File: config.mk
export PLATFORM = sky130hd
export DESIGN_NAME = moving_average_warmup_flat
export DESIGN_NICKNAME = d
export VERILOG_FILES = /design/src/design/mavw_pkg.sv /design/src/design/mavw_if.sv /design/src/design/mavw_div.sv /design/src/design/moving_average_warmup.sv /design/src/flat_wrapper.sv
export SDC_FILE = /design/constraint.sdc
export NUM_CORES = 2
export LEC_CHECK = 0
export ABC_AREA = 1
export BUFFER_PORTS_ARGS = -buffer_cell sky130_fd_sc_hd__buf_2
export CORE_MARGIN = 2
export CORE_UTILIZATION = 25
export CTS_CLUSTER_SIZE = 30
export DETAILED_ROUTE_END_ITERATION = 10
export HOLD_SLACK_MARGIN = 0.06
export PLACE_DENSITY_LB_ADDON = 0.3
export SYNTH_ARGS = -nofsm -noshare
export SYNTH_HDL_FRONTEND = slang
export SYNTH_SLANG_ARGS = --single-unit
export TNS_END_PERCENT = 50
File: constraint.sdc
create_clock -name clk_i -period 4.16 [get_ports clk_i]
set_input_delay 0.832 -clock clk_i [delete_from_list [all_inputs] [get_ports clk_i]]
set_output_delay 0.832 -clock clk_i [all_outputs]
set_load 0.05 [all_outputs]
File: src/design/mavw_pkg.sv
// Shared types and constants for the moving-average filter with warm-up.
// No dependencies.
package mavw_pkg;

  // Width and reset value of the window-length register
  localparam int unsigned LEN_W     = 7;
  localparam logic [LEN_W-1:0] LEN_RESET = 7'd64;

  // Operation codes carried by an input item
  typedef enum logic {
    OP_PUSH  = 1'b0,
    OP_CLEAR = 1'b1
  } op_e;

  // Divider control and status
  typedef struct packed {
    logic start;
  } div_ctl_t;

  typedef struct packed {
    logic busy;
    logic done;
  } div_sts_t;

endpackage

File: src/design/mavw_if.sv
// Valid/ready channel interfaces for the moving-average filter.
// Depends on nothing; widths follow SAMPLE_BITS.
interface mavw_in_if #(
  parameter int unsigned SAMPLE_BITS = 16
);
  logic                          valid;
  logic                          ready;
  logic                          operation;
  logic signed [SAMPLE_BITS-1:0] sample;

  modport source (output valid, output operation, output sample, input ready);
  modport sink   (input valid, input operation, input sample, output ready);
endinterface

interface mavw_out_if #(
  parameter int unsigned SAMPLE_BITS = 16
);
  logic                          valid;
  logic                          ready;
  logic signed [SAMPLE_BITS-1:0] average;
  logic                          window_full;

  modport source (output valid, output average, output window_full, input ready);
  modport sink   (input valid, input average, input window_full, output ready);
endinterface

File: src/design/mavw_div.sv
// Bit-serial restoring divider: one quotient bit per cycle, MSB first.
// Uses mavw_pkg for its control and status structs.
module mavw_div #(
  parameter int unsigned DIVIDEND_W = 22,
  parameter int unsigned DIVISOR_W  = 7
) (
  input  logic                  clk_i,
  input  logic                  rst_ni,
  input  mavw_pkg::div_ctl_t    ctl_i,
  input  logic [DIVIDEND_W-1:0] dividend_i,
  input  logic [DIVISOR_W-1:0]  divisor_i,
  output mavw_pkg::div_sts_t    sts_o,
  output logic [DIVIDEND_W-1:0] quotient_o
);

  localparam int unsigned CNT_W = $clog2(DIVIDEND_W + 1);

  logic                  busy_q;
  logic                  done_q;
  logic [CNT_W-1:0]      cnt_q;
  logic [DIVISOR_W-1:0]  rem_q;
  logic [DIVISOR_W-1:0]  dsr_q;
  // dividend bits leave at the top while quotient bits enter at the bottom
  logic [DIVIDEND_W-1:0] quo_q;

  logic [DIVISOR_W:0] trial;
  logic [DIVISOR_W:0] diff;
  logic               ge;

  assign trial = {rem_q, quo_q[DIVIDEND_W-1]};
  assign ge    = trial >= {1'b0, dsr_q};
  assign diff  = trial - {1'b0, dsr_q};

  always_ff @(posedge clk_i or negedge rst_ni) begin
    if (!rst_ni) begin
      busy_q <= 1'b0;
      done_q <= 1'b0;
      cnt_q  <= '0;
    end else begin
      done_q <= 1'b0;
      if (ctl_i.start) begin
        busy_q <= 1'b1;
        cnt_q  <= CNT_W'(DIVIDEND_W);
      end else if (busy_q) begin
        cnt_q <= cnt_q - CNT_W'(1);
        if (cnt_q == CNT_W'(1)) begin
          busy_q <= 1'b0;
          done_q <= 1'b1;
        end
      end
    end
  end

  // Datapath: no reset needed
  always_ff @(posedge clk_i) begin
    if (ctl_i.start) begin
      quo_q <= dividend_i;
      rem_q <= '0;
      dsr_q <= divisor_i;
    end else if (busy_q) begin
      rem_q <= ge ? diff[DIVISOR_W-1:0] : trial[DIVISOR_W-1:0];
      quo_q <= {quo_q[DIVIDEND_W-2:0], ge};
    end
  end

  assign sts_o.busy = busy_q;
  assign sts_o.done = done_q;
  assign quotient_o = quo_q;

endmodule

File: src/design/moving_average_warmup.sv
// Moving-average filter with warm-up: ring buffer, running sum, bit-serial divide.
// A push passes ST_UPD (sum update, divider start), ST_DIV (waits for the
//   one-bit-per-cycle divider) and ST_FIN (result registered once the output is free).
// One item at a time: no new item is taken until the previous push's result is registered.
// Reset (rst_ni, async, active low): window length 64, empty window, zero sum.
// Depends on mavw_pkg, mavw_if.sv and mavw_div.
module moving_average_warmup #(
  parameter int unsigned MAX_WINDOW  = 64,
  parameter int unsigned SAMPLE_BITS = 16
) (
  input  logic                         clk_i,
  input  logic                         rst_ni,
  input  logic                         cfg_we_i,
  input  logic [mavw_pkg::LEN_W-1:0]   cfg_wdata_i,
  mavw_in_if.sink                      in_i,
  mavw_out_if.source                   out_o
);

  localparam int unsigned ADDR_W = $clog2(MAX_WINDOW);
  localparam int unsigned CNT_W  = $clog2(MAX_WINDOW + 1);
  // sum of MAX_WINDOW signed samples
  localparam int unsigned SUM_W  = SAMPLE_BITS + $clog2(MAX_WINDOW);

  typedef enum logic [1:0] {
    ST_IDLE,
    ST_UPD,
    ST_DIV,
    ST_FIN
  } state_e;

  state_e state_q;

  // Filter state
  logic [mavw_pkg::LEN_W-1:0] len_q;
  logic [ADDR_W-1:0]          wp_q;
  logic                       filled_q;
  logic signed [SUM_W-1:0]    sum_q;

  // Item in flight
  logic [ADDR_W-1:0]             pos_q;
  logic [SAMPLE_BITS-1:0]        sample_q;
  logic [SAMPLE_BITS-1:0]        rd_q;
  logic                          neg_q;

  // Output register
  logic                   out_valid_q;
  logic [SAMPLE_BITS-1:0] avg_q;
  logic                   full_q;

  // Sample ring. Entries are only trusted once the window has filled since the
  // last clear: until then the slot being replaced has not been written and
  // counts as zero, so the ring itself needs no clearing pass.
  logic [SAMPLE_BITS-1:0] ring_q [MAX_WINDOW];

  logic [CNT_W-1:0]  len_act;
  logic              in_acc;
  logic [ADDR_W-1:0] rd_pos;

  logic [SAMPLE_BITS-1:0]  old_smp;
  logic signed [SUM_W-1:0] sum_new;
  logic [SUM_W-1:0]        sum_mag;
  logic [CNT_W-1:0]        next_cnt;
  logic                    wrap;
  logic [CNT_W-1:0]        divisor;

  mavw_pkg::div_ctl_t   div_ctl;
  mavw_pkg::div_sts_t   div_sts;
  logic [SUM_W-1:0]     quotient;
  logic [SAMPLE_BITS-1:0] q_lo;
  logic                 out_free;

  // Window length in force: zero acts as one, beyond the ring saturates
  always_comb begin
    if (len_q == '0) begin
      len_act = CNT_W'(1);
    end else if (int'(len_q) > int'(MAX_WINDOW)) begin
      len_act = CNT_W'(MAX_WINDOW);
    end else begin
      len_act = CNT_W'(len_q);
    end
  end

  assign in_i.ready = (state_q == ST_IDLE);
  assign in_acc     = in_i.valid && in_i.ready;

  assign rd_pos = (CNT_W'(wp_q) >= len_act) ? '0 : wp_q;

  // Running-sum update, done in ST_UPD once the ring read is back
  assign old_smp  = filled_q ? rd_q : '0;
  assign sum_new  = sum_q
                  - {{(SUM_W-SAMPLE_BITS){old_smp[SAMPLE_BITS-1]}}, old_smp}
                  + {{(SUM_W-SAMPLE_BITS){sample_q[SAMPLE_BITS-1]}}, sample_q};
  assign sum_mag  = sum_new[SUM_W-1] ? SUM_W'(-sum_new) : SUM_W'(sum_new);
  assign next_cnt = CNT_W'(pos_q) + CNT_W'(1);
  assign wrap     = next_cnt >= len_act;
  // warm-up divides by the samples seen so far, afterwards by the full window
  assign divisor  = filled_q ? len_act : next_cnt;

  assign div_ctl.start = (state_q == ST_UPD);

  mavw_div #(
    .DIVIDEND_W (SUM_W),
    .DIVISOR_W  (CNT_W)
  ) u_div (
    .clk_i      (clk_i),
    .rst_ni     (rst_ni),
    .ctl_i      (div_ctl),
    .dividend_i (sum_mag),
    .divisor_i  (divisor),
    .sts_o      (div_sts),
    .quotient_o (quotient)
  );

  // Quotient always fits the sample range; apply the sign after truncation
  assign q_lo     = quotient[SAMPLE_BITS-1:0];
  assign out_free = !out_valid_q || out_o.ready;

  always_ff @(posedge clk_i or negedge rst_ni) begin
    if (!rst_ni) begin
      state_q     <= ST_IDLE;
      len_q       <= mavw_pkg::LEN_RESET;
      wp_q        <= '0;
      filled_q    <= 1'b0;
      sum_q       <= '0;
      out_valid_q <= 1'b0;
    end else begin
      if (out_valid_q && out_o.ready) begin
        out_valid_q <= 1'b0;
      end
      case (state_q)
        ST_IDLE: begin
          if (cfg_we_i) begin
            // new length restarts the window so the sum matches it
            len_q    <= cfg_wdata_i;
            wp_q     <= '0;
            filled_q <= 1'b0;
            sum_q    <= '0;
          end else if (in_acc) begin
            if (in_i.operation == mavw_pkg::OP_CLEAR) begin
              wp_q     <= '0;
              filled_q <= 1'b0;
              sum_q    <= '0;
            end else begin
              state_q <= ST_UPD;
            end
          end
        end
        ST_UPD: begin
          sum_q    <= sum_new;
          filled_q <= filled_q | wrap;
          wp_q     <= wrap ? '0 : ADDR_W'(next_cnt);
          state_q  <= ST_DIV;
        end
        ST_DIV: begin
          if (div_sts.done) begin
            state_q <= ST_FIN;
          end
        end
        ST_FIN: begin
          if (out_free) begin
            out_valid_q <= 1'b1;
            state_q     <= ST_IDLE;
          end
        end
        default: begin
          state_q <= ST_IDLE;
        end
      endcase
    end
  end

  // Item payload and result payload
  always_ff @(posedge clk_i) begin
    if (in_acc) begin
      pos_q    <= rd_pos;
      sample_q <= in_i.sample;
    end
    if (state_q == ST_UPD) begin
      neg_q <= sum_new[SUM_W-1];
    end
    if (state_q == ST_FIN && out_free) begin
      avg_q  <= neg_q ? SAMPLE_BITS'(-q_lo) : q_lo;
      full_q <= filled_q;
    end
  end

  // Ring: registered read at item accept, write during the sum update
  always_ff @(posedge clk_i) begin
    if (in_acc) begin
      rd_q <= ring_q[rd_pos];
    end
    if (state_q == ST_UPD) begin
      ring_q[pos_q] <= sample_q;
    end
  end

  assign out_o.valid       = out_valid_q;
  assign out_o.average     = avg_q;
  assign out_o.window_full = full_q;

  // The divider must be idle whenever a new item can be taken
  a_div_idle_on_accept: assert property (@(posedge clk_i) disable iff (!rst_ni)
    in_i.ready |-> !div_sts.busy)
    else $error("divider busy while input ready");

  // A divider completion only arrives while waiting for it
  a_done_in_div: assert property (@(posedge clk_i) disable iff (!rst_ni)
    div_sts.done |-> (state_q == ST_DIV))
    else $error("divider done outside divide state");

  // Write position stays inside the active window
  a_wp_in_window: assert property (@(posedge clk_i) disable iff (!rst_ni)
    CNT_W'(wp_q) < len_act)
    else $error("write position outside window");

  // The fill flag only drops through a clear or a length write
  a_filled_sticky: assert property (@(posedge clk_i) disable iff (!rst_ni)
    $fell(filled_q) |-> $past(cfg_we_i || (in_acc && in_i.operation == mavw_pkg::OP_CLEAR)))
    else $error("fill flag dropped without a clear");

endmodule
File: src/flat_wrapper.sv
// flat-port wrapper written by rule: the top's interface ports become plain ports
module moving_average_warmup_flat 
#(
  parameter int unsigned MAX_WINDOW  = 64,
  parameter int unsigned SAMPLE_BITS = 16
)
  (clk_i, rst_ni, cfg_we_i, cfg_wdata_i, in_i_valid, in_i_operation, in_i_sample, in_i_ready, out_o_valid, out_o_average, out_o_window_full, out_o_ready);
  mavw_in_if #(.SAMPLE_BITS(SAMPLE_BITS)) in_i_i ();
  mavw_out_if #(.SAMPLE_BITS(SAMPLE_BITS)) out_o_i ();
  input  logic clk_i;
  input  logic rst_ni;
  input  logic cfg_we_i;
  input  logic [mavw_pkg::LEN_W-1:0] cfg_wdata_i;
  input wire logic [$bits(in_i_i.valid)-1:0] in_i_valid;
  input wire logic [$bits(in_i_i.operation)-1:0] in_i_operation;
  input wire logic [$bits(in_i_i.sample)-1:0] in_i_sample;
  output wire logic [$bits(in_i_i.ready)-1:0] in_i_ready;
  output wire logic [$bits(out_o_i.valid)-1:0] out_o_valid;
  output wire logic [$bits(out_o_i.average)-1:0] out_o_average;
  output wire logic [$bits(out_o_i.window_full)-1:0] out_o_window_full;
  input wire logic [$bits(out_o_i.ready)-1:0] out_o_ready;
  assign in_i_i.valid = in_i_valid;
  assign in_i_i.operation = in_i_operation;
  assign in_i_i.sample = in_i_sample;
  assign in_i_ready = in_i_i.ready;
  assign out_o_valid = out_o_i.valid;
  assign out_o_average = out_o_i.average;
  assign out_o_window_full = out_o_i.window_full;
  assign out_o_i.ready = out_o_ready;
  moving_average_warmup #(.MAX_WINDOW(MAX_WINDOW), .SAMPLE_BITS(SAMPLE_BITS)) u_core (.clk_i(clk_i), .rst_ni(rst_ni), .cfg_we_i(cfg_we_i), .cfg_wdata_i(cfg_wdata_i), .in_i(in_i_i), .out_o(out_o_i));
endmodule
# Yosys cells after proc, flatten, opt, wreduce, memory -nomap -nowiden
# Memory sizes are Yosys's and may differ from the RTL's. A register that Yosys moved wholly into a read port is not among the register bits.
# Index checks and enable logic that the tools add are counted.
# Widths: inputs -> output; s select.
[op_classes]
addsub = 7
order_cmp = 4
eq_ne = 11
muxes = 42
bitwise = 1
n_reduce_logical = 12
[ops]
columns = ["cell", "count"]
rows = [
  ["$mux 22", 6],
  ["$pmux 22 s2", 1],
  ["$mux 16", 2],
  ["$mux 6", 5],
  ["$mux 7", 4],
  ["$add 22x22->22", 1],
  ["$neg 22->22", 1],
  ["$sub 22x22->22", 1],
  ["$neg 16->16", 1],
  ["$mux 1", 14],
  ["$pmux 6 s2", 1],
  ["$mux 2", 5],
  ["$mux 5", 2],
  ["$ge 8x7->1", 1],
  ["$ne 2x2->1 const B", 4],
  ["$pmux 2 s4", 1],
  ["$add 6x1->7 const B", 1],
  ["$ge 6x7->1", 1],
  ["$ge 7x7->1", 1],
  ["$gt 7x7->1 const B", 1],
  ["$logic_not 7->1", 1],
  ["$sub 7x7->7", 1],
  ["$ne 3x3->1 const B", 2],
  ["$eq 5x1->1 const B", 1],
  ["14 further kinds", 18],
]
[totals]
reg_bits = 122
ramBits = 1024
inputBits = 29
output_inout_bits = 19
elab_cells = 95
mem_count = 1
[memory_table]
columns = ["name", "words", "word_bits", "rd", "rd_ports_with_merged_regs", "write_ports", "line", "source"]
rows = [
  ["u_core.ring_q", 64, 16, 1, 1, 1, "moving_average_warmup.sv:53", "logic [SAMPLE_BITS-1:0] ring_q [MAX_WINDOW];"],
]

# Depth between registers and ports, before layout
[logic_depth]
ltp_word = 6
ltp_mapped = 25
depth_no_buf = 24

# Cells and area by module
# A second synthesis with hierarchy kept.
[unflattened]
cells_unflattened = 5351
area_unflattened_um2 = 53717.8
[modules_own_cells]
columns = ["mod", "instances", "cells_per_inst", "area_each_um2", "seq_area_each_um2"]
rows = [
  ["moving_average_warmup", 1, 5095, 51489.4, 33408.3],
  ["mavw_div", 1, 256, 2228.4, 1186.1],
]

# Least setup slack after synthesis
# OpenSTA, ideal clock, no wires.
[synth_path]
kind = "reg2reg"
from = "register u_core.sample_q[15]"
to = "register u_core.u_div.quo_q[18] (netlist: u_core.u_div.quotient_o[18]) (data pin)"
setup_ns = 0.254
t_arrival_ns = 3.706
required_time_ns = 3.906
slack_ns = 0.200
path_stages_with_launch = 19
n_path_buf = 1
synth_period_minus_slack_ns = 3.960
path_cell_list = "edfxtp_1 inv_1 fa_1 inv_1 ha_1 nand2_1 nor2_1 inv_1 nor3_1 nand2_1 nand2_1 nand2_1 nand2_1 clkinv_1 buf_2 nand2_1 nand2_1 nand3_1 nand2_1"
[synth_via]
word_cells_on_any_way = 4
cone_classes = "2 x add/sub; 2 x mux"
[synth_rtl]
columns = ["item", "line", "source"]
rows = [
  ["start: declaration", "moving_average_warmup.sv:41", "logic [SAMPLE_BITS-1:0] sample_q;"],
  ["start signal: assignment", "moving_average_warmup.sv:176", "sample_q <= in_i.sample;"],
  ["$add 22x22->22", "moving_average_warmup.sv:92", "+ {{(SUM_W-SAMPLE_BITS){sample_q[SAMPLE_BITS-1]}}, sample_q};"],
  ["via u_core.sum_new[21]", "moving_average_warmup.sv:60", "logic signed [SUM_W-1:0] sum_new;"],
  ["$mux 22", "moving_average_warmup.sv:93", "assign sum_mag = sum_new[SUM_W-1] ? SUM_W'(-sum_new) : SUM_W'(sum_new);"],
  ["$mux 22", "mavw_div.sv:56", "if (ctl_i.start) begin"],
  ["end signal: assignment", "mavw_div.sv:57", "quo_q <= dividend_i;"],
  ["end signal: assignment", "mavw_div.sv:62", "quo_q <= {quo_q[DIVIDEND_W-2:0], ge};"],
  ["end: declaration", "mavw_div.sv:24", "logic [DIVIDEND_W-1:0] quo_q;"],
]
# The timed path passes the listed nets, and every way through them passes these cells.
# A chain may end at the register's enable or synchronous reset.

# Final worst setup path
[layout_path]
from = "register u_core.len_q[1] (netlist bit)"
to = "register u_core.rd_q[2], read port of u_core.ring_q (data pin)"
[layout_via]
elab_chain_len = 5
word_cells_on_any_way = 6
cone_classes = "2 x order compare; 3 x mux; 1 x reduce/logical"
[layout_rtl]
columns = ["item", "line", "source"]
rows = [
  ["start: declaration", "moving_average_warmup.sv:34", "logic [mavw_pkg::LEN_W-1:0] len_q;"],
  ["start signal: assignment", "moving_average_warmup.sv:121", "len_q <= mavw_pkg::LEN_RESET;"],
  ["start signal: assignment", "moving_average_warmup.sv:134", "len_q <= cfg_wdata_i;"],
  ["$gt 7x7->1", "moving_average_warmup.sv:76", "end else if (int'(len_q) > int'(MAX_WINDOW)) begin"],
  ["$mux 7", "moving_average_warmup.sv:76", ""],
  ["$mux 7 *", "moving_average_warmup.sv:74", "if (len_q == '0) begin"],
  ["$ge 6x7->1 *", "moving_average_warmup.sv:86", "assign rd_pos = (CNT_W'(wp_q) >= len_act) ? '0 : wp_q;"],
  ["$mux 6 *", "moving_average_warmup.sv:86", ""],
  ["end: declaration", "moving_average_warmup.sv:42", "logic [SAMPLE_BITS-1:0] rd_q;"],
]
# Every way passes the cells marked *; elsewhere a longest branch is shown, timed or not.

==> qor.txt <==
Worst Setup End Kind - flop
Seq cells post-synth - 1162
CP Max Fanout - 56
Synth Instances - 5400
vias in the first global route - 36168
Die Ht - 467 microns
library cells used by synthesis - 38
fraction of layout cells with a size suffix above 1 - 0.0810
Worst EP required - 4.69 ns
final worst setup slack - 0.199 ns
Setup WS pre-CTS - 0.0217 ns
CP Depth - 18
grt ovf - 0
dominant synthesized flop cell - edfxtp_1
Max Slew Vio Count - 0
Max IR drop VDD - 0.695 mV
CP Launch Type - flop
Antenna Nets Post-Route - 0
fillers - 22233
Max Cap Viol - 0
Total Routing Usage GR - 0.149
Pre-antenna DRT Iters - 6
Design Area, Final - 62500 sq um
largest net degree at the start of global routing - 130
H-Tree Level Count - 4
Max Freq - 252 MHz
worst r2r src - u_core.len_q[1]
port bufs - 47
Reg2Reg Setup Slack - 0.20 ns
Post-synth EDFFs - 1109
Final TNS setup - 0 ns
Synth-to-Final Area Change - 16.5%
drt total wl - 166 mm
Yosys top cell by area - edfxtp_1
final setup fails - 0
post-synthesis sequential area ratio - 0.645
Post-Syn Nets - 5503
Final Skew - 0.0404 ns
Tmin final - 3.96 ns
top-count cell post-synth - nand2_1
Post-Synthesis Cell Area - 53600 sq um
status - finished, final reports clean
final hold violations - 0
Worst-Margin Slew - 1.20 ns
Starting Density - 0.251
total CTS buffers - 130
worst relative slew slack - 0.198
Die X - 467 microns
synth warn - 0
P_leak - 26.2 nW
kind of critical path - reg -> reg
syn avg cell area - 9.93 sq um
Root Driver - clkbuf_16
worst-path cell chain - nor4_1 -> nand2_1 -> nand2_1 -> nand2_1 -> ha_1 -> nand3b_1 -> nand2_1 -> a21oi_4 -> buf_4 -> clkbuf_16 -> buf_4 -> nand4_1 -> nand3_1 -> nand3_1 -> nand3_1 -> nand3_1 -> nand3_1 -> nand2_1
clk_lat worst skew - 0.79 ns
hold crit path type - in -> async
PD cells - 742 nW/um^2
Num Clock Sinks - 1162
top cells by area, synth - edfxtp_1, nand2_1, nand3_1
initial antenna violation count - 4
Iteration-0 DRC Markers - 3922
synth cell count leaders - nand2_1, edfxtp_1, inv_1
clock-pin slew on the worst setup and hold paths - 0.06 ns
Wirelength per Cell - 19.6 microns
post-synth top area share - 0.621
CTS tree - done
post-layout net count - 5622
cell count of the worst reg-to-reg path - 18
first-pass GRT wire length - 244 mm
critical path's largest stage delay - 0.39 ns
CP max stage cell - dfrtp_1
DR vias - 37944
Vias per Instance - 4.49
Post-synth ARST share - 0.0396
Worst EP arrival - 4.49 ns
Core Area - 214000 sq um
reg2reg end - u_core.rd_q[2]
Routability Congestion - 0.850
DRC - 0
Pwr Total - 0.0464 W
CP delay by family, top - simple AND/OR/NAND/NOR gates
IO Pins - 48
Rows - 170
crit path to - u_core.rd_q[2]
Buf/Inv on CP - 3
die area - 218000 sq um
HPWL Detailed - 97.2 mm
clk buf depth - 3
crit path from - u_core.len_q[1]
fin crit share - 0.952
area post-placement - 58400 sq um
## report_power, final
group          internal [W]  switching (W)  leakage [nW]
Sequential           0.0140       0.000413          10.7
Combinational       0.00602         0.0149          13.6
Clock               0.00618        0.00484          1.94
## timing repair
item	CTS	global route
setup endpoints to repair	0	15
resized for setup	0	15
hold buffers	0	0
buffers inserted	0	2
## layout by cell type, fill, tap and decap left out, types with 39 or more instances in the layout
cell type,count
inv_1,1035
buf_4,161
nand4_1,137
buf_2,47
nand2_1,1389
dfrtp_1,44
nand3_1,939
nor2_1,149
ha_1,51
clkbuf_16,134
edfxtp_1,1109
clkbuf_1,44
buf_12,39
o21ai_0,55
## cell type report
cell class	count	area, sq um	share of cell area
Timing Repair Buffer	254	2360	0.0378
Inverter	1045	3950	0.0631
Multi-Input combinational cell	2926	14000	0.224
Tap cell	2838	3550	0.0568
Clock buffer	181	3540	0.0566
Antenna cell	3	7.51	0.000120
Clock inverter	50	464	0.00743
Sequential cell	1162	34600	0.554
## cells by family after synthesis
| logic type | Yosys count | synth area share |
|---|---|---|
| AND/OR/NAND/NOR | 2657 | 0.216 |
| buffers and inverters | 1312 | 0.0958 |
| flip-flops | 1162 | 0.645 |
| AO/OA/AOI/OAI | 163 | 0.0181 |
| adder cells (fa/ha/maj) | 74 | 0.0203 |
| XOR/XNOR | 32 | 0.00523 |
## registers in the layout (all words and copies together), names as in the netlist
signal,flops
u_core.u_div.rem_q,7
u_core.u_div.cnt_q,5
u_core.out_o.valid,1
u_core.u_div.quotient_o,22
u_core.u_div.busy_q,1
u_core.u_div.dsr_q,7
u_core.len_q,7
u_core.sum_q,22
u_core.out_o.window_full,1
u_core.neg_q,1
u_core.sample_q,16
u_core.ring_q,1024
u_core.u_div.done_q,1
u_core.filled_q,1
u_core.pos_q,6
u_core.state_q,2
u_core.rd_q,16
u_core.wp_q,6
u_core.out_o.average,16
## worst min path at each step
stage | startpoint | to | slack (ns) | depth (start not counted)
floorplan | u_core.u_div.rem_q[2] | u_core.u_div.rem_q[2] | 0.45 | 2
global placement | u_core.u_div.rem_q[2] | u_core.u_div.rem_q[2] | 0.48 | 2
detailed placement | u_core.sum_q[2] | u_core.sum_q[2] | 0.49 | 2
CTS | in_i_sample[8] | u_core.sample_q[8] | 0.17 | 1
global route | in_i_sample[8] | u_core.sample_q[8] | 0.20 | 1
finish | rst_ni | u_core.u_div.cnt_q[4] | 0.22 | 1
## per-stage QoR
step	std cells	hold slack [ns]	utilization
after CTS	8452	0.175	0.291
after global routing	8457	0.198	0.292
after detailed placement	8221	0.486	0.273
after global placement	8221	0.482	0.273
after floorplan	5400	0.451	-
final	8459	0.218	0.292
## per-layer routing
layer | track usage | vias up | share of wire
li1 | - | 17971 | -
met1 | 0.203 | 18552 | 0.44
met2 | 0.242 | 1186 | 0.47
met3 | 0.0231 | 233 | 0.063
met4 | 0.0456 | 2 | 0.025
met5 | 0 | - | 0.000078
Power figures use the tool's default switching activity.
